$ cat src/rtl/core/ccem_pkg.sv
package ccem_pkg;

  localparam int unsigned CLW = 28;

  typedef enum logic [1:0] {
    OP_START  = 2'd0,
    OP_REPLY  = 2'd1,
    OP_LOOKUP = 2'd2,
    OP_NONE   = 2'd3
  } op_t;

  typedef enum logic [2:0] {
    ST_NEED    = 3'd0,
    ST_DONE    = 3'd1,
    ST_CHAIN   = 3'd2,
    ST_FRAG    = 3'd3,
    ST_READ    = 3'd4,
    ST_HIT     = 3'd5,
    ST_MISS    = 3'd6,
    ST_IGNORED = 3'd7
  } status_t;

  typedef enum logic [1:0] {
    REG_DATA_START = 2'd0,
    REG_FAT_START  = 2'd1,
    REG_CLU_SECT   = 2'd2,
    REG_CLU_TOTAL  = 2'd3
  } reg_idx_t;

  localparam logic [CLW-1:0] ENTRY_MASK = 28'hFFFFFFF;

  typedef struct packed {
    logic [2:0]  status;
    logic [31:0] fat_lba;
    logic [8:0]  fat_byte_offset;
    logic [5:0]  extent_total;
    logic [31:0] mapped_sectors;
    logic [31:0] hit_lba;
    logic [31:0] hit_run;
  } result_t;

endpackage

$ cat src/rtl/core/ccem_ext_mem.sv
module ccem_ext_mem
  import ccem_pkg::*;
#(
  parameter int unsigned DEPTH = 32,
  parameter int unsigned AW    = 5
) (
  input  logic           clk,
  input  logic           wr_en,
  input  logic [AW-1:0]  wr_addr,
  input  logic [CLW-1:0] wr_start,
  input  logic [CLW-1:0] wr_len,
  input  logic [AW-1:0]  rd_addr,
  output logic [CLW-1:0] rd_start,
  output logic [CLW-1:0] rd_len
);

  logic [2*CLW-1:0] mem [DEPTH];
  logic [2*CLW-1:0] rd_q;

  always_ff @(posedge clk) begin
    if (wr_en) begin
      mem[wr_addr] <= {wr_len, wr_start};
    end
    rd_q <= mem[rd_addr];
  end

  assign rd_start = rd_q[CLW-1:0];
  assign rd_len   = rd_q[2*CLW-1:CLW];

endmodule

$ cat config.mk
export PLATFORM = sky130hd
export DESIGN_NAME = ccem_ext_mem
export DESIGN_NICKNAME = d
export VERILOG_FILES = /design/src/rtl/core/ccem_pkg.sv /design/src/rtl/core/ccem_ext_mem.sv
export SDC_FILE = /design/constraint.sdc
export NUM_CORES = 1
export LEC_CHECK = 0
export BUFFER_PORTS_ARGS = -buffer_cell sky130_fd_sc_hd__buf_2
export CORE_UTILIZATION = 55
export CTS_CLUSTER_SIZE = 16
export DETAILED_ROUTE_END_ITERATION = 16
export PLACE_DENSITY = 0.74
export SLEW_MARGIN = 20
export SYNTH_ARGS = -nofsm -noshare
export SYNTH_HDL_FRONTEND = slang
export SYNTH_SLANG_ARGS = --single-unit
$ cat constraint.sdc
create_clock -name clk -period 4.05 [get_ports clk]
set_input_delay 0.2025 -clock clk [delete_from_list [all_inputs] [get_ports clk]]
set_output_delay 0.2025 -clock clk [all_outputs]
set_load 0.01 [all_outputs]
==> impl_metrics.tcl <==
set metrics [dict create \
    outcome "finished, final reports clean" \
    grt-ovfl-total 0 \
    cts_sinks 1848 \
    max_stage_delay_ns 0.64 \
    drt-total-wl_um 166900 \
    fin_setup_tns_ns 0 \
    synthArstFlopShare_pct 0 \
    critPathBufInv 3 \
    drtAntennaViolNets 0 \
    io_buffer_count 123 \
    ys_ff_latch 1848 \
    drive_gt1_share_pct 12.47 \
    clockBufferDepth 3 \
    finalClockSkew_ns 0.02213 \
    min_path_type "in2reg" \
    synth.distinct_cells 25 \
    worst_pin_slew_ns 1.006 \
    crit_fanout 67 \
    p_leak_nw 27.97 \
    grt_pass1_vias 37010 \
    grt_usage_pct 25.54 \
    required_ns 4.70 \
    path_class "in2reg" \
    synth_edf_count 1792 \
    grt_max_degree 89 \
    crit_family "buffers and inverters" \
    die_area_um2 130200 \
    drc 0 \
    max-vdd-ir-drop_mv 0.3827 \
    die_h_um 360.8 \
    synthCells 3917 \
    synth_warnings 0 \
    end_kind "flip-flop" \
    netlist_area_um2 70800 \
    gp_congestion 0.7940 \
    cts_tree "yes" \
    drv_slew 0 \
    yosys-top-cells-count "1,792 x edfxtp_1, 896 x mux2i_1, 170 x nand2_1, 170 x nand3_1" \
    clk_latency_ns 0.80 \
    vias 37140 \
    path_clk_slew_ns 0.06 \
    rsz0062_at_grt "false" \
    numCtsBuffers 175 \
    drt-pass1-iter-count 5 \
    drt_iter0_drc 4064 \
    syn_nets 3985 \
    fp.dieW_um 360.8 \
    yosysTopAreaCellShare_pct 76.01 \
    cts_root_buf "clkbuf_16" \
    finalCritPeriodShare_pct 55.26 \
    cp.arrival_ns 2.89 \
    syn2layout_area_growth_pct 12.82 \
    slew-limit-headroom_pct 32.92 \
    cp_slowest_cell "and2_4" \
    place_inst 5610 \
    cts_max_level 4 \
    yosysSeqAreaShare_pct 77.59 \
    antenna_found_initial 12 \
    ios 124 \
    wl_per_cell_um 27.85 \
    p_per_area_nw_per_um2 489.6 \
    core_um2 127700 \
    dp_hpwl_um 89720 \
    yosysMostFrequentCell "edfxtp_1" \
    synth_area_per_cell_um2 18.07 \
    std_cell_rows 131 \
    hold_viol_final 0 \
    grt_pass1_wl_um 242700 \
    synth_area_leaders "edfxtp_1 76%, mux2i_1 13%, a22oi_1 1.8%" \
    fmax_ghz 0.4468 \
    min_period_ns 2.238 \
    setup_viol 0 \
    fin_cells 5994 \
    ys.flop_type "edfxtp_1" \
    cts_resized 0 \
    start_kind "input port" \
    yosysTopAreaCell "edfxtp_1" \
    cap_violations 0 \
    fin_nets 4251 \
    routed_via_density 6.195 \
    start_util_pct 55.45 \
    path_cells "dlygate4sd3_1 -> buf_2 -> and2_4 -> buf_12 -> a22o_1 -> nor3_1 -> a31oi_1 -> nand3_1" \
]
[placed cells by master, fill, tap and decap left out, drive strengths merged]
| cell | n |
|---|---|
| inv | 12 |
| nand3b | 5 |
| clkbuf | 239 |
| a22o | 112 |
| nor2b | 2 |
| clkinv | 62 |
| dfxtp | 56 |
| bufinv | 10 |
| and2 | 1 |
| diode | 2 |
| a22oi | 168 |
| nand2 | 170 |
| mux2i | 896 |
| nand2b | 2 |
| nor3 | 56 |
| or3 | 1 |
| dlygate4sd3 | 58 |
| or3b | 3 |
| a21oi | 168 |
| nand3 | 170 |
| nor2 | 34 |
| buf | 255 |
| a31oi | 56 |
| or2 | 1 |
| clkinvlp | 1 |
| edfxtp | 1792 |
[registers in the layout, summed over array words and instances, names as in the netlist]
name	flops
rd_q	56
mem	1792
[metal layers]
metal  global-route usage [%]  vias up  wire length, um
li1                         -    16140                -
met1                    34.79    18820            66400
met2                    41.00     1826            80320
met3                    5.294      337            14870
met4                    9.120       10             5290
met5                        0        -               64
[power breakdown]
part	total [mW]	switching [mW]	internal [mW]
registers	21.4	0.105	21.3
logic	2.01	1.33	0.684
clock network	15.7	6.85	8.88
total	39.1	8.28	30.8
[final cells by class]
| class | count | area [um2] |
|---|---|---|
| multi-input combinational | 1845 | 14700 |
| antenna | 2 | 5.005 |
| sequential | 1848 | 54930 |
| fill | 8631 | 47810 |
| tap | 1662 | 2079 |
| clock buffer | 239 | 4751 |
| timing repair buffer | 313 | 2660 |
| clock inverter | 85 | 747.0 |
[metrics by stage]
step | hold WS (ns) | setup slack [ns] | total power [mW] | utilization (%) | area (um2)
2_1_floorplan | 0.3014 | 0.3723 | 22.88 | - | 70800
3_3_place_gp | 0.5754 | 1.373 | 23.68 | 57.79 | 73790
3_5_place_dp | 0.5858 | 1.388 | 23.73 | 57.79 | 73790
4_1_cts | 0.1045 | 1.921 | 39.28 | 62.55 | 79870
5_1_grt | 0.1791 | 1.800 | 40.15 | 62.55 | 79870
6_report | 0.1588 | 1.812 | 39.10 | 62.55 | 79870
[final timing paths]
kind	startpoint	end	slack, ns	cells past startpoint
max	rd_addr[1]	rd_q[2]$_DFF_P_	1.81	8
min reg2reg	mem[27][54]$_DFFE_PP_	rd_q[54]$_DFF_P_	0.59	4
max reg2reg	mem[0][55]$_DFFE_PP_	rd_q[55]$_DFF_P_	2.29	5
min	rd_addr[2]	rd_q[24]$_DFF_P_	0.16	5
[timing repair]
action / in CTS / in global routing
setup buffers: 0 / 0
hold buffers: 58 / 0
endpoints found under the hold margin: 1795 / 0
[logic make-up (layout without fill, tap and decap cells)]
kind of cell | Yosys count | in the layout | synth area share, %
AND/OR/NAND/NOR | 445 | 445 | 2.835
AO/OA/AOI/OAI | 504 | 504 | 4.850
buffers and inverters | 224 | 637 | 2.054
multiplexers | 896 | 896 | 12.67
other | 0 | 2 | 0
flip-flops | 1848 | 1848 | 77.59
[tightest hold or removal path, delay by kind of cell]
| family | cells | cell delay, ns |
|---|---|---|
| AND/OR/NAND/NOR | 3 | 0.36 |
| buffers and inverters | 1 | 0.16 |
| AO/OA/AOI/OAI | 1 | 0.20 |
Power figures use the tool's default switching activity.
